<file path="src/rtl/core/icc_pkg.sv">
`timescale 1ns / 1ps
`default_nettype none
// ----------------------------------------------------------------------------
// icc_pkg
// Shared types and constants of the identifier case converter.
// ----------------------------------------------------------------------------
package icc_pkg;

  typedef enum logic [2:0] {
    STYLE_ORIG   = 3'd0,
    STYLE_SNAKE  = 3'd1,
    STYLE_KEBAB  = 3'd2,
    STYLE_CAMEL  = 3'd3,
    STYLE_PASCAL = 3'd4,
    STYLE_TITLE  = 3'd5
  } style_t;

  localparam logic [7:0] REG_STYLE     = 8'd0;
  localparam logic [7:0] REG_MAX_CHARS = 8'd1;

  localparam logic [7:0] CH_UNDER  = 8'h5F;
  localparam logic [7:0] CH_DASH   = 8'h2D;
  localparam logic [7:0] CH_SPACE  = 8'h20;
  localparam logic [7:0] CASE_DIFF = 8'h20;

  localparam int QUEUE_DEPTH = 4;

  typedef struct packed {
    logic [7:0] char_out;
    logic       has_char;
    logic       name_done;
  } res_t;

  // results of one item: count (0..2) and up to two results in order
  typedef struct packed {
    logic [1:0] n;
    res_t       r0;
    res_t       r1;
  } step_t;

endpackage
`default_nettype wire

</file>
<file path="src/rtl/core/icc_core.sv">
`timescale 1ns / 1ps
`default_nettype none
// ----------------------------------------------------------------------------
// icc_core
// Configuration registers, per-name state and the per-byte conversion logic.
// ----------------------------------------------------------------------------
module icc_core #(
  parameter int NAME_BYTES = 256
) (
  input  wire logic          clk,
  input  wire logic          rst,
  input  wire logic          cfg_we,
  input  wire logic [7:0]    cfg_index,
  input  wire logic [7:0]    cfg_data,
  input  wire logic          fire,
  input  wire logic [7:0]    char_q,
  input  wire logic          end_q,
  output icc_pkg::step_t     step
);

  localparam int LIMIT_MAX = (NAME_BYTES - 1 < 255) ? NAME_BYTES - 1 : 255;
  localparam int CNT_W = (LIMIT_MAX < 2) ? 1 : $clog2(LIMIT_MAX + 1);
  localparam logic [7:0] LIM8 = 8'(LIMIT_MAX);

  icc_pkg::style_t style;
  logic [7:0]      max_chars;

  logic [CNT_W-1:0] cnt, cnt_next;
  logic joiner_pending, joiner_pending_next;
  logic last_was_upper, last_was_upper_next;
  logic raise_next, raise_next_next;
  logic at_first_char, at_first_char_next;

  logic [7:0] lim;
  logic [7:0] cnt8;
  logic       c_upper, c_lower, c_digit, c_alnum, c_sep;
  logic [7:0] c_to_lower, c_to_upper;
  logic [7:0] joiner;
  logic       jp_eff;
  logic       r_title;
  logic [7:0] ch;

  assign lim  = (max_chars > LIM8) ? LIM8 : max_chars;
  assign cnt8 = 8'(cnt);

  assign c_upper    = (char_q >= 8'h41) && (char_q <= 8'h5A);
  assign c_lower    = (char_q >= 8'h61) && (char_q <= 8'h7A);
  assign c_digit    = (char_q >= 8'h30) && (char_q <= 8'h39);
  assign c_alnum    = c_upper || c_lower || c_digit;
  assign c_sep      = (char_q == icc_pkg::CH_UNDER) || (char_q == icc_pkg::CH_DASH) ||
                      (char_q == icc_pkg::CH_SPACE);
  assign c_to_lower = c_upper ? char_q + icc_pkg::CASE_DIFF : char_q;
  assign c_to_upper = c_lower ? char_q - icc_pkg::CASE_DIFF : char_q;
  assign joiner     = (style == icc_pkg::STYLE_SNAKE) ? icc_pkg::CH_UNDER : icc_pkg::CH_DASH;

  always_ff @(posedge clk) begin
    if (rst) begin
      style     <= icc_pkg::STYLE_SNAKE;
      max_chars <= 8'd255;
    end else if (cfg_we) begin
      if (cfg_index == icc_pkg::REG_STYLE) begin
        style <= icc_pkg::style_t'(cfg_data[2:0]);
      end else if (cfg_index == icc_pkg::REG_MAX_CHARS) begin
        max_chars <= cfg_data;
      end
    end
  end

  always_ff @(posedge clk) begin
    if (rst) begin
      cnt            <= '0;
      joiner_pending <= 1'b0;
      last_was_upper <= 1'b0;
      raise_next     <= 1'b0;
      at_first_char  <= 1'b1;
    end else if (fire) begin
      cnt            <= cnt_next;
      joiner_pending <= joiner_pending_next;
      last_was_upper <= last_was_upper_next;
      raise_next     <= raise_next_next;
      at_first_char  <= at_first_char_next;
    end
  end

  always_comb begin
    step                = '0;
    cnt_next            = cnt;
    joiner_pending_next = joiner_pending;
    last_was_upper_next = last_was_upper;
    raise_next_next     = raise_next;
    at_first_char_next  = at_first_char;
    jp_eff              = joiner_pending;
    r_title             = raise_next || at_first_char;
    ch                  = char_q;
    if (end_q) begin
      step.n              = 2'd1;
      step.r0.name_done   = 1'b1;
      cnt_next            = '0;
      joiner_pending_next = 1'b0;
      last_was_upper_next = 1'b0;
      raise_next_next     = 1'b0;
      at_first_char_next  = 1'b1;
    end else if ((char_q != 8'd0) && (cnt8 < lim)) begin
      case (style) inside
        icc_pkg::STYLE_SNAKE, icc_pkg::STYLE_KEBAB: begin
          if (c_sep) begin
            if (cnt != '0) begin
              joiner_pending_next = 1'b1;
            end
            last_was_upper_next = 1'b0;
          end else if (c_alnum) begin
            if (c_upper) begin
              if ((cnt != '0) && !last_was_upper) begin
                jp_eff = 1'b1;
              end
              ch                  = c_to_lower;
              last_was_upper_next = 1'b1;
            end else begin
              last_was_upper_next = 1'b0;
            end
            joiner_pending_next = 1'b0;
            if (jp_eff && (({1'b0, cnt8} + 9'd2) <= {1'b0, lim})) begin
              step.n          = 2'd2;
              step.r0         = '{char_out: joiner, has_char: 1'b1, name_done: 1'b0};
              step.r1         = '{char_out: ch, has_char: 1'b1, name_done: 1'b0};
              cnt_next        = cnt + CNT_W'(2);
            end else begin
              step.n          = 2'd1;
              step.r0         = '{char_out: ch, has_char: 1'b1, name_done: 1'b0};
              cnt_next        = cnt + CNT_W'(1);
            end
          end
        end
        icc_pkg::STYLE_CAMEL, icc_pkg::STYLE_PASCAL: begin
          if (c_sep) begin
            raise_next_next = 1'b1;
          end else if (c_alnum) begin
            if (at_first_char) begin
              ch = (style == icc_pkg::STYLE_PASCAL) ? c_to_upper : c_to_lower;
            end else if (raise_next) begin
              ch = c_to_upper;
            end
            step.n             = 2'd1;
            step.r0            = '{char_out: ch, has_char: 1'b1, name_done: 1'b0};
            cnt_next           = cnt + CNT_W'(1);
            raise_next_next    = 1'b0;
            at_first_char_next = 1'b0;
          end
        end
        icc_pkg::STYLE_TITLE: begin
          if (c_sep) begin
            ch      = icc_pkg::CH_SPACE;
            r_title = 1'b1;
          end else if (c_alnum) begin
            ch      = r_title ? c_to_upper : c_to_lower;
            r_title = 1'b0;
          end
          step.n             = 2'd1;
          step.r0            = '{char_out: ch, has_char: 1'b1, name_done: 1'b0};
          cnt_next           = cnt + CNT_W'(1);
          raise_next_next    = r_title;
          at_first_char_next = 1'b0;
        end
        default: begin
          step.n   = 2'd1;
          step.r0  = '{char_out: char_q, has_char: 1'b1, name_done: 1'b0};
          cnt_next = cnt + CNT_W'(1);
        end
      endcase
    end
  end

  a_pair_is_joiner: assert property (@(posedge clk) disable iff (rst)
    (step.n == 2'd2) |-> (((style == icc_pkg::STYLE_SNAKE) || (style == icc_pkg::STYLE_KEBAB))
                         && (step.r0.char_out == joiner)))
    else $error("two results from an item without a joiner");

  a_end_clears: assert property (@(posedge clk) disable iff (rst)
    (fire && end_q) |=> ((cnt == '0) && !joiner_pending && at_first_char))
    else $error("per-name state not cleared at end item");

endmodule
`default_nettype wire

</file>
<file path="src/rtl/core/icc_out_queue.sv">
`timescale 1ns / 1ps
`default_nettype none
// ----------------------------------------------------------------------------
// icc_out_queue
// Result queue: up to two results in per cycle, one out per ready cycle.
// ----------------------------------------------------------------------------
module icc_out_queue (
  input  wire logic          clk,
  input  wire logic          rst,
  input  wire logic [1:0]    push_n,
  input  wire icc_pkg::res_t push0,
  input  wire icc_pkg::res_t push1,
  output logic               room,
  output logic               out_valid,
  input  wire logic          out_ready,
  output icc_pkg::res_t      head
);

  localparam int DEPTH = icc_pkg::QUEUE_DEPTH;
  localparam int CW    = $clog2(DEPTH + 1);

  icc_pkg::res_t q [DEPTH];
  icc_pkg::res_t q_next [DEPTH];
  logic [CW-1:0] cnt, cnt_next, base;
  logic          pop;

  assign out_valid = (cnt != '0);
  assign pop       = out_valid && out_ready;
  assign base      = cnt - CW'(pop);
  assign room      = base <= CW'(DEPTH - 2);
  assign cnt_next  = base + CW'(push_n);
  assign head      = q[0];

  always_comb begin
    for (int i = 0; i < DEPTH; i++) begin
      q_next[i] = q[i];
    end
    if (pop) begin
      for (int i = 0; i < DEPTH - 1; i++) begin
        q_next[i] = q[i + 1];
      end
    end
    for (int i = 0; i < DEPTH; i++) begin
      if ((push_n != 2'd0) && (CW'(i) == base)) begin
        q_next[i] = push0;
      end
      if ((push_n == 2'd2) && (CW'(i) == base + CW'(1))) begin
        q_next[i] = push1;
      end
    end
  end

  always_ff @(posedge clk) begin
    if (rst) begin
      cnt <= '0;
    end else begin
      cnt <= cnt_next;
    end
  end

  always_ff @(posedge clk) begin
    for (int i = 0; i < DEPTH; i++) begin
      q[i] <= q_next[i];
    end
  end

  a_no_overflow: assert property (@(posedge clk) disable iff (rst)
    cnt <= CW'(DEPTH))
    else $error("result queue overflow");

  a_push_needs_room: assert property (@(posedge clk) disable iff (rst)
    (push_n != 2'd0) |-> (room && (push_n != 2'd3)))
    else $error("push without room");

endmodule
`default_nettype wire

</file>
<file path="src/rtl/core/identifier_case_converter_top.sv">
`timescale 1ns / 1ps
`default_nettype none
// ----------------------------------------------------------------------------
// identifier_case_converter_top
// Converts a byte stream of names into snake, kebab, camel, Pascal or title
// case, or passes it through, one byte per item.
// ----------------------------------------------------------------------------
// The block takes one input item per cycle while the queue has room. Each
// item is held in an input register, converted combinationally and written to
// a four-entry result queue. An item gives zero, one or two results (a joiner
// and its letter in snake and kebab case); the output port moves one result
// per cycle while out_ready is high, so two-result items stall the input.
// Input is taken when the input register is empty or the queue has two free
// entries after this cycle's output. Configuration writes complete at once.
// ----------------------------------------------------------------------------
module identifier_case_converter_top #(
  parameter int NAME_BYTES = 256
) (
  input  wire logic       clk,
  input  wire logic       rst,
  input  wire logic       cfg_valid,
  output logic            cfg_ready,
  input  wire logic [7:0] cfg_index,
  input  wire logic [7:0] cfg_data,
  input  wire logic       in_valid,
  output logic            in_ready,
  input  wire logic [7:0] char_in,
  input  wire logic       end_mark,
  output logic            out_valid,
  input  wire logic       out_ready,
  output logic [7:0]      char_out,
  output logic            has_char,
  output logic            name_done
);

  logic          in_vld;
  logic [7:0]    char_q;
  logic          end_q;
  logic          room;
  logic          adv;
  logic [1:0]    push_n;
  icc_pkg::step_t step;
  icc_pkg::res_t  head;

  assign cfg_ready = 1'b1;
  assign adv       = in_vld && room;
  assign in_ready  = !in_vld || adv;
  assign push_n    = adv ? step.n : 2'd0;

  always_ff @(posedge clk) begin
    if (rst) begin
      in_vld <= 1'b0;
    end else if (in_ready) begin
      in_vld <= in_valid;
    end
  end

  always_ff @(posedge clk) begin
    if (in_valid && in_ready) begin
      char_q <= char_in;
      end_q  <= end_mark;
    end
  end

  icc_core #(
    .NAME_BYTES (NAME_BYTES)
  ) u_core (
    .clk       (clk),
    .rst       (rst),
    .cfg_we    (cfg_valid && cfg_ready),
    .cfg_index (cfg_index),
    .cfg_data  (cfg_data),
    .fire      (adv),
    .char_q    (char_q),
    .end_q     (end_q),
    .step      (step)
  );

  icc_out_queue u_queue (
    .clk       (clk),
    .rst       (rst),
    .push_n    (push_n),
    .push0     (step.r0),
    .push1     (step.r1),
    .room      (room),
    .out_valid (out_valid),
    .out_ready (out_ready),
    .head      (head)
  );

  assign char_out  = head.char_out;
  assign has_char  = head.has_char;
  assign name_done = head.name_done;

  a_done_is_bare: assert property (@(posedge clk) disable iff (rst)
    (out_valid && name_done) |-> (!has_char && (char_out == 8'd0)))
    else $error("terminator result carries a character");

  a_stall_only_when_busy: assert property (@(posedge clk) disable iff (rst)
    !in_ready |-> (in_vld && !room))
    else $error("input stalled with free input register");

endmodule
`default_nettype wire

</file>
<file path="config.mk">
export PLATFORM = sky130hd
export DESIGN_NAME = identifier_case_converter_top
export DESIGN_NICKNAME = d
export VERILOG_FILES = /design/src/rtl/core/icc_pkg.sv /design/src/rtl/core/icc_core.sv /design/src/rtl/core/icc_out_queue.sv /design/src/rtl/core/identifier_case_converter_top.sv
export SDC_FILE = /design/constraint.sdc
export NUM_CORES = 1
export LEC_CHECK = 0
export ABC_CLOCK_PERIOD_IN_PS = 5250
export BUFFER_PORTS_ARGS = -buffer_cell sky130_fd_sc_hd__clkbuf_2
export CORE_UTILIZATION = 31
export CTS_CLUSTER_DIAMETER = 150
export DETAILED_ROUTE_END_ITERATION = 8
export GPL_TIMING_DRIVEN = 0
export MAX_ROUTING_LAYER = met4
export PLACE_DENSITY = 0.53
export SYNTH_ARGS = -nofsm -noshare
export SYNTH_HDL_FRONTEND = slang
export SYNTH_SLANG_ARGS = --single-unit
</file>
<file path="constraint.sdc">
create_clock -name clk -period 5.25 [get_ports clk]
set_clock_uncertainty 0.2 [all_clocks]
set_input_delay 0.7875 -clock clk [delete_from_list [all_inputs] [get_ports clk]]
set_output_delay 0.7875 -clock clk [all_outputs]
set_load 0.005 [all_outputs]
</file>
# After elaboration in Yosys (flattened, before gate mapping)
# Memory sizes are Yosys's and may differ from the RTL's.
# Cells that the tools add are included.
# word_totals
word_cells,182
ram_bits,40
n_memories,1
romBits,0
ff_bits,36
latchBits,0
inputBits,30
# mem_list
name,depth,width,rd,rd_clocked_by_memory_dff,write_ports,line,rtl
u_queue.q,4,10,4,0,4,icc_out_queue.sv:22,icc_pkg::res_t q [DEPTH];
# classes
reduce_logical,45
n_mux,83
shift,0
multipliers,0
n_eq_ne,23
add_sub_neg,8
magnitude_cmp,10
bitwise_logic,1
n_div,0
# op_table
cell,count
$mux 8,24
$mux 10,12
$mux 22,3
$mux 12,4
$mux 1,34
$mux 30,1
$logic_and 1x1->1,17
$eq 8x6->1 const B,2
$ge 8x7->1 const B,2
$le 8x7->1 const B,2
$reduce_bool 8->1,2
$eq 2x3->1 const A,4
$reduce_and 6->1,2
$mux 11,1
$reduce_and 5->1,2
$add 8x2->9 const B,1
$le 9x8->1,1
$mux 9,1
$ne 3x3->1 const B,3
$reduce_bool 3->1,3
$add 8x1->8 const B,1
$add 8x2->8 const B,1
$add 8x6->8 const B,1
$eq 8x1->1 const B,1
30 further kinds,45

# Longest topological paths before layout
# depth
ltp_word,21
ltp_mapped,16
ltp_nobuf,15

# By module
# From an unflattened synthesis, not the netlist that was laid out.
# unflattened
cells_unflattened,573
hier_area_um2,5300.1
# by_module_without_submodules
mod,instances,area_each_um2,seq_area_each_um2,cells_each
icc_out_queue,1,2546.2,1261.2,246
icc_core,1,2394.8,460.4,308
identifier_case_converter_top,1,359.1,290.3,19

# Least setup slack after synthesis
# OpenSTA, ideal clock, no wires.
# synth_path
path_kind,input to register
startpoint,input port out_ready
endpoint,register u_queue.cnt[2]
slack_ns,1.448
path_buffers,1
setup_time_ns,0.128
path_stages,15
t_arrival_ns,3.475
path_cell_list,nand2_1 > inv_1 > ha_1 > ha_1 > xnor2_1 > o21ai_0 > nor2_1 > clkbuf_1 > nand3_1 > a21oi_1 > ha_1 > inv_1 > fa_1 > xnor2_1 > nor2_1
# synth_via
elab_chain_cells,6
# synth_lines
item,line,rtl
from (decl),identifier_case_converter_top.sv:30,"input wire logic out_ready,"
$logic_and 1x1->1 *,icc_out_queue.sv:28,assign pop = out_valid && out_ready;
$sub 3x1->3 *,icc_out_queue.sv:29,assign base = cnt - CW'(pop);
$le 3x2->1,icc_out_queue.sv:30,assign room = base <= CW'(DEPTH - 2);
$logic_and 1x1->1,identifier_case_converter_top.sv:46,assign adv = in_vld && room;
$mux 2,identifier_case_converter_top.sv:48,assign push_n = adv ? step.n : 2'd0;
$add 3x2->3 *,icc_out_queue.sv:31,assign cnt_next = base + CW'(push_n);
to (signal assigned),icc_out_queue.sv:57,cnt <= cnt_next;
to (decl),icc_out_queue.sv:24,"logic [CW-1:0] cnt, cnt_next, base;"
# Mark *: on every way between the ends. The rest lies on a longest branch, timed or not.
# A chain may end at the register's enable or synchronous reset.

# Worst setup path in the final report
# layout_path
startpoint,register u_queue.cnt[1]
endpoint,register u_queue.cnt[2]
# layout_via
elab_chain_cells,7
# layout_lines
item,line,rtl
$reduce_bool 3->1,icc_out_queue.sv:27,assign out_valid = (cnt != '0);
$logic_and 1x1->1,icc_out_queue.sv:28,
$sub 3x1->3 *,icc_out_queue.sv:29,
$le 3x2->1,icc_out_queue.sv:30,
$logic_and 1x1->1,identifier_case_converter_top.sv:46,
$mux 2,identifier_case_converter_top.sv:48,
$add 3x2->3 *,icc_out_queue.sv:31,
# Marks and branches as above.

==> run summary <==
global router's overall resource usage: 16.70%
overflow left after global routing: 0
multi-input logic area: 0.002765 mm²
register bit count reported by yosys: 76
x dimension of the die: 129.0 µm
height of the die: 129.0 µm
flop2flop setup slack: 0.79 ns
area enclosed by the die boundary: 0.01664 mm²
Worst-path clk slew: 0.06 ns
average routed wire per standard cell: 15.62 µm
final instance count without filler cells: 817
post-layout util: 36.35%
worst reg2reg startpoint: u_queue.cnt[1]
unrepaired setup endpoints after global routing: no
switching pwr: 680.5 µW
part of the total power dissipated in the clock network: 29.9%
clock root buffer: clkbuf_16
vias after detailed routing: 4238
detailed-route vias per instance: 5.187
total cell area at the placement stage: 0.005469 mm²
Int Power: 1.323 mW
synthesized cell area: 0.004999 mm²
path length in cells of the critical path: 16
worst r2r dst: u_queue.cnt[2]
H-tree level count: 3
via count of the first global-routing pass: 3887
nets in the synthesized netlist: 601
Largest delay share family, worst path: simple AND/OR/NAND/NOR gates
Max rail drop VDD: 158.3 µV
worst hold-check path type: reg -> reg
maximum clock path buffer count: 2
Antenna Violating Nets Remaining: 0
core region area: 0.01583 mm²
max-slew violations: 0
total power per unit cell area: 348.3 mW/mm²
sinks on the clock net: 76
Worst Hold Launch: u_core.max_chars[2]
final weighted congestion in routability-driven placement: 0.8588
number of I/O pins: 43
count of input and output buffers: 40
number of maximum-capacitance violations: 0
type of element launching the critical path: register
fraction of layout instances using a drive strength above 1: 17.47%
number of iterations in the first detailed-routing pass: 5
Placed Instances: 801
sequential share of power: 40.6%
Critical Path Start: u_queue.cnt[1]
top library cells by usage in the layout, fill and taps aside: nand2_1, edfxtp_1, clkbuf_2
Yosys warnings: 0
proportion of power drawn by combinational gates: 29.6%
Layout Cell Area excl Fill: 0.005753 mm²
cell count of the worst reg-to-reg path: 16
power consumption: 2.004 mW
average instance area after synthesis: 9.172 µm²
initial detailed-routing violation count: 186
worst-path cell chain: or3_1 > nand2_1 > inv_1 > ha_1 > ha_1 > xnor2_1 > o21ai_0 > nor2_1 > clkbuf_1 > nand3_1 > a21oi_1 > ha_1 > inv_1 > fa_1 > xnor2_1 > nor2_1
fraction of registers with async set or reset after synthesis: 0%
antenna fix cells: 0
Remaining DRCs: 0
insertion delay of the later-clocked pin in the worst-skew pair: 0.35 ns
TritonCTS clock tree: built
Sequential Area: 0.001972 mm²
signal arrival time at the worst endpoint: 4.48 ns
number of antenna violations at the first check in global routing: 0
number of buffers and inverters on the critical path: 3
critical path endpoint category: register
worst setup margin: 0.7913 ns
most common cell after layout, fill and taps aside: nand2_1
post-layout min period: 4.459 ns
pre-CTS WS: 0.6176 ns
HPWL after DPL: 9.986 mm
Filler cells: 1601
crit-path max FO: 10
Critical Path Max Stage Delay: 0.42 ns
final clock period utilization by the worst path: 84.93%
remaining max-slew budget at the tightest pin: 55.90%
wire length after detailed routing: 12.76 mm
row count: 46
first-pass GRT wire length: 20.51 mm
Layout Nets: 652
quantity of hold-fixing buffers added after cts: 0
distinct cell type count after synthesis: 75
Worst Path Required: 5.27 ns
Fin Hold WS: 0.2758 ns
predominant post-synthesis flop cell: edfxtp_1
switching share of power: 33.96%
achievable clock frequency: 0.2243 GHz
number of buffers added by the clock tree synthesis step: 9
post-CTS sizing: 0
starting utilization of the core area: 31.58%
status: finished, final reports clean
cell count of the worst hold path: 2
total setup buffers inserted after CTS: 0
reported leakage power: 2.443 nW
share of synthesized area occupied by flip-flops and latches: 39.45%
largest net degree at the start of global routing: 16
Layout Area Growth over Synthesis: 15.09%
number of flops mapped to enable cells by yosys: 45
Min-Delay Endpoint: u_core.max_chars[2]
post-synthesis instance total: 545
final setup fails: 0
transition at the pin with the smallest max-transition slack: 0.6560 ns
number of failing hold endpoints at the final stage: 0
cell occurring most often along the worst timing path: ha_1
Fin Setup TNS: 0 ns
crit path max-delay cell type: fa_1
critical path class: reg -> reg
[cell usage after synthesis (all sizes together), types with 9 or more instances]
master	instances	area share (%)
and3	16	2.1
a21o	13	2.0
buf	23	2.8
nand3	22	2.3
clkbuf	11	0.83
a31oi	10	1.4
nor3	12	1.2
o21ai	33	3.3
nand4	15	2.0
inv	22	1.7
mux2i	24	4.8
o21a	9	1.5
dfxtp	31	12
nor2	39	2.9
edfxtp	45	27
ha	25	6.3
nand2	56	4.3
a21oi	38	4.5
[flip-flops by register name, summed over array words and instances, names as in the netlist]
register and flops:
u_queue.q 40, u_core.style 3, u_core.raise_next 1, u_core.at_first_char 1
u_core.last_was_upper 1, u_core.joiner_pending 1, char_q 8, u_queue.cnt 3
end_q 1, u_core.max_chars 8, u_core.cnt 8, in_vld 1
[worst register-to-register path, stage by stage (launching register included)]
cell	delay, ns
dfxtp_1	0.31
or3_1	0.40
nand2_1	0.28
inv_1	0.08
ha_1	0.19
ha_1	0.19
xnor2_1	0.31
o21ai_0	0.27
nor2_1	0.23
clkbuf_1	0.39
nand3_1	0.25
a21oi_1	0.34
ha_1	0.21
inv_1	0.05
fa_1	0.42
xnor2_1	0.16
nor2_1	0.05
[power groups by stage]
stage               combinational (mW)  sequential, mW  clock (mW)
finish                           0.592           0.813       0.599
floorplan                        0.424           0.820           0
detailed placement               0.596           0.826           0
global route                     0.675           0.826       0.638
CTS                              0.598           0.814       0.618
global placement                 0.589           0.823           0
[kinds of logic (layout without fill, tap and decap cells)]
group	count (synthesis)	after routing	share of synthesized area, %
AND/OR/NAND/NOR	204	204	21.33
AO/OA/AOI/OAI	146	146	20.15
flip-flops	76	76	39.45
buffers and inverters	56	112	5.231
multiplexers	28	28	5.707
adder cells (fa/ha/maj)	26	26	6.658
XOR/XNOR	8	8	1.402
other	1	1	0.07502
[area by class of cell]
| type | count | share of cell area (%) |
|---|---|---|
| plain buffers | 34 | 3.110 |
| clock buffers | 9 | 3.915 |
| clock inverters | 7 | 1.022 |
| inverters | 22 | 1.435 |
| multi-input cells | 413 | 48.06 |
| flip-flops and latches | 76 | 34.28 |
| well taps | 216 | 4.698 |
| repair buffers | 40 | 3.480 |
[worst max path at each step]
stage	end	slack [ns]
4_1_cts	u_queue.cnt[2]	0.75
2_1_floorplan	u_queue.cnt[2]	1.45
6_report	u_queue.cnt[2]	0.79
3_5_place_dp	u_queue.cnt[2]	0.62
3_3_place_gp	u_queue.cnt[2]	0.69
5_1_grt	u_queue.cnt[2]	0.34
[routing by layer]
| layer | vias up | wire [µm] | GRT usage [%] |
|---|---|---|---|
| met2 | 109 | 5894 | 26.33 |
| met1 | 1984 | 6166 | 21.27 |
| met3 | 12 | 522 | 3.576 |
| met4 | 0 | 181 | 5.329 |
| li1 | 2133 | - | - |
| met5 | - | 0 | - |
Power figures use the tool's default switching activity.
